<file path="config.mk">
export PLATFORM = sky130hd
export DESIGN_NAME = command_line_argument_splitter
export DESIGN_NICKNAME = d
export VERILOG_FILES = /design/src/rtl/clas_pkg.sv /design/src/rtl/clas_front.sv /design/src/rtl/clas_queue.sv /design/src/rtl/clas_back.sv /design/src/rtl/command_line_argument_splitter.sv
export VERILOG_INCLUDE_DIRS = /design/src /design/src/rtl
export SDC_FILE = /design/constraint.sdc
export NUM_CORES = 1
export LEC_CHECK = 0
export BUFFER_PORTS_ARGS = -buffer_cell sky130_fd_sc_hd__buf_2
export CAP_MARGIN = 15
export CORE_ASPECT_RATIO = 0.5
export CORE_MARGIN = 2
export CORE_UTILIZATION = 40
export CTS_BUF_LIST = sky130_fd_sc_hd__clkbuf_2
export CTS_CLUSTER_DIAMETER = 120
export CTS_CLUSTER_SIZE = 25
export DETAILED_ROUTE_END_ITERATION = 10
export SLEW_MARGIN = 0
export SYNTH_ARGS = -nofsm -noshare
export SYNTH_HDL_FRONTEND = slang
export SYNTH_SLANG_ARGS = --single-unit
</file>
<file path="constraint.sdc">
create_clock -name clk_i -period 6.05 [get_ports clk_i]
set_input_delay 0.3025 -clock clk_i [delete_from_list [all_inputs] [get_ports clk_i]]
set_output_delay 0.3025 -clock clk_i [all_outputs]
set_load 0.03 [all_outputs]
</file>
<file path="src/rtl/command_line_argument_splitter_macros.svh">
// Assertion macros for the command line argument splitter.
// Included by every RTL file that carries concurrent assertions; expects clk_i and rst_ni.
`ifndef COMMAND_LINE_ARGUMENT_SPLITTER_MACROS_SVH
`define COMMAND_LINE_ARGUMENT_SPLITTER_MACROS_SVH
`ifndef NO_ASSERTIONS
// plain property, checked outside reset
`define CLAS_ASSERT(lbl, prop) \
  lbl: assert property (@(posedge clk_i) disable iff (!rst_ni) (prop)) \
    else $error("clas assertion failed");
// implication from antecedent to consequent in the same cycle
`define CLAS_ASSERT_IMP(lbl, ante, cons) \
  lbl: assert property (@(posedge clk_i) disable iff (!rst_ni) (ante) |-> (cons)) \
    else $error("clas assertion failed");
// implication into the following cycle
`define CLAS_ASSERT_NXT(lbl, ante, cons) \
  lbl: assert property (@(posedge clk_i) disable iff (!rst_ni) (ante) |=> (cons)) \
    else $error("clas assertion failed");
`else
`define CLAS_ASSERT(lbl, prop)
`define CLAS_ASSERT_IMP(lbl, ante, cons)
`define CLAS_ASSERT_NXT(lbl, ante, cons)
`endif
`endif

</file>
<file path="src/rtl/clas_pkg.sv">
// Shared types and constants of the command line argument splitter.
// No dependencies; imported by every module of the block.
`default_nettype none

package clas_pkg;

  localparam logic [7:0] ChBackslash = 8'h5C;
  localparam logic [7:0] ChQuote     = 8'h22;
  localparam logic [7:0] ChSpace     = 8'h20;
  localparam logic [7:0] ChTab       = 8'h09;
  localparam logic [7:0] ChCr        = 8'h0D;
  localparam logic [7:0] ChLf        = 8'h0A;
  localparam logic [7:0] ChNul       = 8'h00;

  // backslash run limit; the run counter is 8 bits, so it stops at 255 at most
  localparam int unsigned MaxSlashRun = 255;
  localparam int unsigned RunCapInt   = (MaxSlashRun < 255) ? MaxSlashRun : 255;
  localparam logic [7:0]  RunCap      = 8'(RunCapInt);

  typedef enum logic [2:0] {
    CLS_OTHER = 3'd0,
    CLS_NUL   = 3'd1,
    CLS_SLASH = 3'd2,
    CLS_QUOTE = 3'd3,
    CLS_SPACE = 3'd4
  } char_class_e;

  typedef struct packed {
    logic [7:0]  ch;
    char_class_e cls;
  } item_t;

  typedef struct packed {
    logic [7:0]  slash_count;
    logic        char_valid;
    logic [7:0]  char_value;
    logic        arg_start;
    logic        arg_end;
    logic        line_end;
    logic [7:0]  arg_count;
    logic [15:0] char_count;
    logic        run_overflow;
  } result_t;

endpackage

`default_nettype wire

</file>
<file path="src/rtl/clas_front.sv">
// Front stage: accepts input bytes, classifies them and registers the item.
// Depends on clas_pkg.
`default_nettype none

module clas_front (
  input  wire                 clk_i,
  input  wire                 rst_ni,
  input  wire                 in_valid_i,
  output logic                in_ready_o,
  input  wire  [7:0]          ch_i,
  output logic                item_valid_o,
  input  wire                 item_ready_i,
  output clas_pkg::item_t     item_o
);
  import clas_pkg::*;

  logic        valid_q;
  item_t       item_q;
  char_class_e cls;

  always_comb begin
    unique case (ch_i)
      ChNul:                     cls = CLS_NUL;
      ChBackslash:               cls = CLS_SLASH;
      ChQuote:                   cls = CLS_QUOTE;
      ChSpace, ChTab, ChCr, ChLf: cls = CLS_SPACE;
      default:                   cls = CLS_OTHER;
    endcase
  end

  assign in_ready_o   = !valid_q || item_ready_i;
  assign item_valid_o = valid_q;
  assign item_o       = item_q;

  always_ff @(posedge clk_i or negedge rst_ni) begin
    if (!rst_ni) begin
      valid_q <= 1'b0;
    end else if (in_ready_o) begin
      valid_q <= in_valid_i;
    end
  end

  always_ff @(posedge clk_i) begin
    if (in_valid_i && in_ready_o) begin
      item_q <= '{ch: ch_i, cls: cls};
    end
  end

endmodule

`default_nettype wire

</file>
<file path="src/rtl/clas_queue.sv">
// Two-entry queue of classified items between the front and back stages.
// Depends on clas_pkg and the assertion macros.
`default_nettype none
`include "command_line_argument_splitter_macros.svh"

module clas_queue (
  input  wire                 clk_i,
  input  wire                 rst_ni,
  input  wire                 push_valid_i,
  output logic                push_ready_o,
  input  clas_pkg::item_t     push_item_i,
  output logic                pop_valid_o,
  input  wire                 pop_ready_i,
  output clas_pkg::item_t     pop_item_o
);
  import clas_pkg::*;

  item_t       mem_q [2];
  logic        wr_ptr_q;
  logic        rd_ptr_q;
  logic [1:0]  cnt_q;
  logic        push;
  logic        pop;

  assign push_ready_o = (cnt_q != 2'd2);
  assign pop_valid_o  = (cnt_q != 2'd0);
  assign pop_item_o   = mem_q[rd_ptr_q];
  assign push         = push_valid_i && push_ready_o;
  assign pop          = pop_valid_o && pop_ready_i;

  always_ff @(posedge clk_i or negedge rst_ni) begin
    if (!rst_ni) begin
      wr_ptr_q <= 1'b0;
      rd_ptr_q <= 1'b0;
      cnt_q    <= 2'd0;
    end else begin
      if (push) wr_ptr_q <= !wr_ptr_q;
      if (pop)  rd_ptr_q <= !rd_ptr_q;
      cnt_q <= cnt_q + 2'(push) - 2'(pop);
    end
  end

  always_ff @(posedge clk_i) begin
    if (push) begin
      mem_q[wr_ptr_q] <= push_item_i;
    end
  end

  `CLAS_ASSERT(a_cnt_bound, cnt_q != 2'd3)

endmodule

`default_nettype wire

</file>
<file path="src/rtl/clas_back.sv">
// Back stage: carries out the splitting rules on each item and holds the result register.
// Depends on clas_pkg and the assertion macros.
`default_nettype none
`include "command_line_argument_splitter_macros.svh"

module clas_back (
  input  wire                 clk_i,
  input  wire                 rst_ni,
  input  wire                 item_valid_i,
  output logic                item_ready_o,
  input  clas_pkg::item_t     item_i,
  output logic                res_valid_o,
  input  wire                 res_ready_i,
  output clas_pkg::result_t   res_o
);
  import clas_pkg::*;

  // splitter state
  logic        in_arg_q, in_arg_d;
  logic        in_quotes_q, in_quotes_d;
  logic        close_pend_q, close_pend_d;
  logic [7:0]  run_q, run_d;
  logic        ovf_q, ovf_d;
  logic [7:0]  args_q, args_d;
  logic [15:0] bytes_q, bytes_d;

  logic        res_valid_q;
  result_t     res_q;

  logic        pop;
  logic        emit;
  logic        done;
  logic        inq;
  logic [7:0]  run;
  logic [8:0]  add_n;
  logic [16:0] sum;
  result_t     res;

  assign item_ready_o = !res_valid_q || res_ready_i;
  assign pop          = item_valid_i && item_ready_o;

  always_comb begin
    in_arg_d     = in_arg_q;
    in_quotes_d  = in_quotes_q;
    close_pend_d = close_pend_q;
    run_d        = run_q;
    ovf_d        = ovf_q;
    args_d       = args_q;
    emit         = 1'b0;
    done         = 1'b0;
    inq          = in_quotes_q;
    run          = run_q;
    add_n        = 9'd0;
    res          = '0;

    // a quote after a quote inside quotes: literal quote, quoting ends
    if (close_pend_q) begin
      close_pend_d = 1'b0;
      in_quotes_d  = 1'b0;
      inq          = 1'b0;
      if (item_i.cls == CLS_QUOTE) begin
        res.char_valid = 1'b1;
        res.char_value = ChQuote;
        add_n          = 9'd1;
        emit           = 1'b1;
        done           = 1'b1;
      end
    end

    if (!done && item_i.cls == CLS_NUL) begin
      res.line_end = 1'b1;
      if (in_arg_q) begin
        res.slash_count = run_q;
        res.arg_end     = 1'b1;
        add_n           = {1'b0, run_q} + 9'd1;
      end
      emit = 1'b1;
      done = 1'b1;
    end

    if (!done && !in_arg_q) begin
      if (item_i.cls == CLS_SPACE) begin
        done = 1'b1;
      end else begin
        in_arg_d      = 1'b1;
        args_d        = (args_q != 8'hFF) ? args_q + 8'd1 : args_q;
        res.arg_start = 1'b1;
        emit          = 1'b1;
        run           = 8'd0;
        run_d         = 8'd0;
      end
    end

    if (!done) begin
      unique case (item_i.cls)
        CLS_SLASH: begin
          if (run < RunCap) run_d = run + 8'd1;
          else              ovf_d = 1'b1;
        end
        CLS_QUOTE: begin
          emit            = 1'b1;
          res.slash_count = run >> 1;
          if (!run[0]) begin
            if (inq) close_pend_d = 1'b1;
            else     in_quotes_d  = 1'b1;
          end else begin
            res.char_valid = 1'b1;
            res.char_value = ChQuote;
          end
          add_n = {1'b0, res.slash_count} + 9'(res.char_valid);
          run_d = 8'd0;
        end
        CLS_SPACE, CLS_OTHER, CLS_NUL: begin
          emit            = 1'b1;
          res.slash_count = run;
          add_n           = {1'b0, run} + 9'd1;
          run_d           = 8'd0;
          if (item_i.cls == CLS_SPACE && !inq) begin
            res.arg_end = 1'b1;
            in_arg_d    = 1'b0;
          end else begin
            res.char_valid = 1'b1;
            res.char_value = item_i.ch;
          end
        end
        default: ;
      endcase
    end

    sum     = {1'b0, bytes_q} + 17'(add_n);
    bytes_d = sum[16] ? 16'hFFFF : sum[15:0];

    res.arg_count    = args_d;
    res.char_count   = bytes_d;
    res.run_overflow = ovf_d;

    // end of line: everything back to reset for the next line
    if (res.line_end) begin
      in_arg_d     = 1'b0;
      in_quotes_d  = 1'b0;
      close_pend_d = 1'b0;
      run_d        = 8'd0;
      ovf_d        = 1'b0;
      args_d       = 8'd0;
      bytes_d      = 16'd0;
    end
  end

  always_ff @(posedge clk_i or negedge rst_ni) begin
    if (!rst_ni) begin
      in_arg_q     <= 1'b0;
      in_quotes_q  <= 1'b0;
      close_pend_q <= 1'b0;
      run_q        <= 8'd0;
      ovf_q        <= 1'b0;
      args_q       <= 8'd0;
      bytes_q      <= 16'd0;
      res_valid_q  <= 1'b0;
    end else begin
      if (pop) begin
        in_arg_q     <= in_arg_d;
        in_quotes_q  <= in_quotes_d;
        close_pend_q <= close_pend_d;
        run_q        <= run_d;
        ovf_q        <= ovf_d;
        args_q       <= args_d;
        bytes_q      <= bytes_d;
      end
      if (item_ready_o) begin
        res_valid_q <= pop && emit;
      end
    end
  end

  always_ff @(posedge clk_i) begin
    if (pop && emit) begin
      res_q <= res;
    end
  end

  assign res_valid_o = res_valid_q;
  assign res_o       = res_q;

  `CLAS_ASSERT_IMP(a_close_in_quotes, close_pend_q, in_quotes_q && in_arg_q)
  `CLAS_ASSERT(a_run_capped, run_q <= RunCap)
  `CLAS_ASSERT_NXT(a_line_clears, pop && emit && res.line_end,
                   !in_arg_q && args_q == 8'd0 && bytes_q == 16'd0)

endmodule

`default_nettype wire

</file>
<file path="src/rtl/command_line_argument_splitter.sv">
// Command line argument splitter: one byte of a line in per item, one result item
// or none out. Splits on blanks outside quotes with the usual backslash/quote rules.
// Input channel: in_valid_i / in_ready_o with ch_i; a zero byte ends the line.
// Output channel: out_valid_o / out_ready_i with the result fields.
// Blanks outside an argument, and backslashes inside one, give no result item.
// Throughput: one byte per clock cycle while the receiver keeps up, set by the state
// update in the back stage; the front stage and a two-entry queue decouple input
// from execution so a stall on either side does not at once stop the other.
// Path: a byte is registered in the front stage, then held in a queue entry, and
// the back stage then registers its result in the output register.
// Reset: all splitter state clears, as at the start of a new line; the front, the
// queue and the output register empty.
// Receiver stall: the output register holds its item; the queue keeps taking bytes
// until it and the front register are full, then in_ready_o drops.
// The zero byte's result reports the line's totals; afterwards all counts restart.
// Depends on clas_pkg, clas_front, clas_queue and clas_back.
`default_nettype none

module command_line_argument_splitter (
  input  wire          clk_i,
  input  wire          rst_ni,
  input  wire          in_valid_i,
  output logic         in_ready_o,
  input  wire  [7:0]   ch_i,
  output logic         out_valid_o,
  input  wire          out_ready_i,
  output logic [7:0]   slash_count_o,
  output logic         char_valid_o,
  output logic [7:0]   char_value_o,
  output logic         arg_start_o,
  output logic         arg_end_o,
  output logic         line_end_o,
  output logic [7:0]   arg_count_o,
  output logic [15:0]  char_count_o,
  output logic         run_overflow_o
);
  import clas_pkg::*;

  logic    f_valid, f_ready;
  item_t   f_item;
  logic    q_valid, q_ready;
  item_t   q_item;
  result_t res;

  clas_front u_front (
    .clk_i        (clk_i),
    .rst_ni       (rst_ni),
    .in_valid_i   (in_valid_i),
    .in_ready_o   (in_ready_o),
    .ch_i         (ch_i),
    .item_valid_o (f_valid),
    .item_ready_i (f_ready),
    .item_o       (f_item)
  );

  clas_queue u_queue (
    .clk_i        (clk_i),
    .rst_ni       (rst_ni),
    .push_valid_i (f_valid),
    .push_ready_o (f_ready),
    .push_item_i  (f_item),
    .pop_valid_o  (q_valid),
    .pop_ready_i  (q_ready),
    .pop_item_o   (q_item)
  );

  clas_back u_back (
    .clk_i        (clk_i),
    .rst_ni       (rst_ni),
    .item_valid_i (q_valid),
    .item_ready_o (q_ready),
    .item_i       (q_item),
    .res_valid_o  (out_valid_o),
    .res_ready_i  (out_ready_i),
    .res_o        (res)
  );

  assign slash_count_o  = res.slash_count;
  assign char_valid_o   = res.char_valid;
  assign char_value_o   = res.char_value;
  assign arg_start_o    = res.arg_start;
  assign arg_end_o      = res.arg_end;
  assign line_end_o     = res.line_end;
  assign arg_count_o    = res.arg_count;
  assign char_count_o   = res.char_count;
  assign run_overflow_o = res.run_overflow;

endmodule

`default_nettype wire

</file>
==> flow_summary.yaml <==
status:
  status: "completed"
placed_design:
  placed_area_um2: 6690
  port_buffers: 58
  place.gp.congestion: 0.924
  dp_hpwl_um: 9530
yosys:
  synth_most_common_cell: "edfxtp_1"
  ys_async_sr_fraction: 0.350
  synth-main-ff-cell: "edfxtp_1"
  syn_area_um2: 6190
  ys_ff_latch: 120
  syn_nets: 594
  synth_edf_count: 78
  yosys_warnings: 0
  yosysTopAreaCellShare: 0.378
  yosysSeqAreaShare: 0.548
  yosysTopAreaCell: "edfxtp_1"
  avgSynthCellArea_um2: 11.0
  syn-instance-count: 565
  synth_cell_type_count: 66
  synth_area_leaders: "edfxtp_1 (38%), dfrtp_1 (17%), nand2_1 (3.5%)"
  synth_common_cells: "edfxtp_1 (78), nand2_1 (58), dfrtp_1 (42)"
clock_network:
  clockRootBuffer: "clkbuf_2"
  post-cts-setup-buffers: 0
  clkTransAtPathRegs_ns: 0.19
  cts_made_buffers: 17
  cts_tree: "yes"
  htree_num_levels: 4
  clock-sinks: 120
  insertion_delay_ns: 0.68
  cts_buffer_depth: 2
route:
  drt_iter0_markers: 361
  drc: 0
  vias_per_cell: 5.39
  antenna_left: 0
  wirelength_um: 13800
  via_count: 4594
  dr.pass1.iters: 5
  wl_per_cell_um: 16.2
grt:
  met2_usage: 0.266
  grt_max_degree: 43
  globalRouteMet3Util: 0.0326
  track_usage: 0.169
  first_global_vias: 4326
  top_usage_layer: "met2"
  grt.overflow.total: 0
  grt_pass1_wl_um: 22200
  antenna_found_initial: 0
  met1_usage: 0.239
floorplan:
  start_util: 0.406
  io-pin-count: 59
  die-area_um2: 16500
  fp-row-count: 32
  die_y_um: 92.0
  coreArea_um2: 15300
  die_x_um: 180
cells_and_area:
  design_area_um2: 7060
  fillers: 1445
  multi_input_comb_area_um2: 2630
  utilization: 0.463
  layout-drive-gt1-share: 0.174
  regArea_um2: 3390
  nets: 665
  areaGrowthSynthToFinish_pct: 14.0
setup_path:
  critPathTopFamily: "compound AO/OA/AOI/OAI gates"
  reg2regPathDepth: 20
  path_buf_inv: 1
  cpMaxStageDelayCell: "dfrtp_1"
  path_cells: "nand2b_1 > o22ai_1 > o31ai_2 > nand2_1 > nand2_1 > ha_1 > ha_1 > and3_1 > nand3_1 > xor2_1 > o22ai_1 > a31o_1 > ha_1 > o21a_1 > o21a_1 > a21boi_0 > o21ai_1 > buf_4 > o21ai_0 > a22o_1"
  cpMostUsedCell: "ha_1"
  crit_required_ns: 6.63
  setup.worst_path.class: "reg -> reg"
  critPathLaunchType: "flip-flop"
  worstPathMaxFanout: 24
  slowest_delay_ns: 0.97
  crit_cells: 20
  critical_path.endpoint_type: "flip-flop"
  cp.arrival_ns: 5.98
power_and_ir_drop:
  peakVddDrop_v: 0.000205
  p_per_area_nw_per_um2: 482
  power_leakage_nw: 2.90
timing:
  timing.hold.ws_ns: 0.0490
  worst_pin_slew_ns: 0.907
  finalSetupViolCount: 0
  timing.fmax_mhz: 185
  timing.final.crit_share: 0.892
  clock_skew_ns: 0.0313
  hold_viol_final: 0
  min_period_ns: 5.40
  drv_slew: 0
  final.setup.tns_ns: 0
  slew_headroom: 0.393
  rsz0062_at_grt: "false"
flow_run:
  max_cap_violations: 0
worst_hold_path:
  hold_class: "in -> async"
==> power by group <==
part           internal [W]  switching (W)  leakage (nW)
sequential          0.00123       0.000153          1.32
combinational      0.000437        0.00106          1.44
clock              0.000189       0.000327         0.132
total               0.00186        0.00154          2.90
==> metal layers <==
layer	wire, um	share of wire
met1	6840	0.50
met2	6080	0.44
met3	721	0.052
met4	132	0.0096
met5	0	0
==> repair_timing <==
| item | in CTS | in global routing |
|---|---|---|
| gates resized for setup | 0 | 0 |
| endpoints found under the hold margin | 53 | 0 |
| hold buffers | 11 | 0 |
==> stage by stage <==
step	setup slack, ns	std cells	total power (W)
CTS	0.679	851	0.00343
global placement	0.941	809	0.00289
floorplan	1.73	565	0.00247
global route	0.242	852	0.00362
detailed placement	0.667	809	0.00291
finish	0.651	853	0.00340
==> cell families after synthesis <==
logic type	Yosys count	share of synthesized area
xor+xnor	30	0.0424
compound gates	156	0.175
buf+inv	42	0.0285
flops	120	0.548
mux	11	0.0184
simple gates	189	0.152
fa+ha+maj	17	0.0356
==> state kept, by name, indices dropped and copies added, names as in the netlist, 2 cells and up <==
name	cells
u_back.args_q	8
u_back.bytes_q	16
u_back.res_o	45
u_queue.cnt_q	2
u_back.run_q	8
u_queue.mem_q	22
u_front.item_o	11
==> cell usage in the layout (no fill, tap or decap), types with 8 or more instances in the layout <==
cell / instances
dlygate4sd3_1: 11
nand3_1: 16
inv_1: 15
buf_4: 8
nand2b_1: 11
mux2i_1: 8
nand2_1: 58
buf_2: 58
a22o_1: 18
ha_1: 16
o21ai_0: 14
o22ai_1: 10
a21o_1: 8
nor3_1: 16
dfrtp_1: 42
clkbuf_2: 17
nor2_1: 38
edfxtp_1: 78
xor2_1: 16
a21oi_1: 34
o21a_1: 8
o21ai_1: 11
and2_1: 9
xnor2_1: 14
==> path summary, 6_finish.rpt <==
| check | from | endpoint | slack, ns |
|---|---|---|---|
| min in group clk_i | ch_i[3] | u_front.item_o[6] | 0.35 |
| worst min-delay path | rst_ni | u_back.bytes_q[14] | 0.05 |
| worst min register to register | u_front.item_o[5] | u_queue.mem_q[1][5] | 0.47 |
| worst max-delay path | u_queue.rd_ptr_q | u_back.bytes_q[3] | 0.65 |
| worst max register to register | u_queue.rd_ptr_q | u_back.bytes_q[3] | 0.65 |
| max in group asynchronous | rst_ni | u_queue.wr_ptr_q | 5.49 |
==> layout make-up <==
cell class / count / share of cell area
flip-flops and latches: 120 / 0.481
clock buffers: 17 / 0.0121
repair buffers: 78 / 0.0681
clock inverters: 14 / 0.0216
multi-input cells: 403 / 0.372
inverters: 16 / 0.00851
well taps: 204 / 0.0362
diodes: 1 / 0.000355
Power figures use the tool's default switching activity.
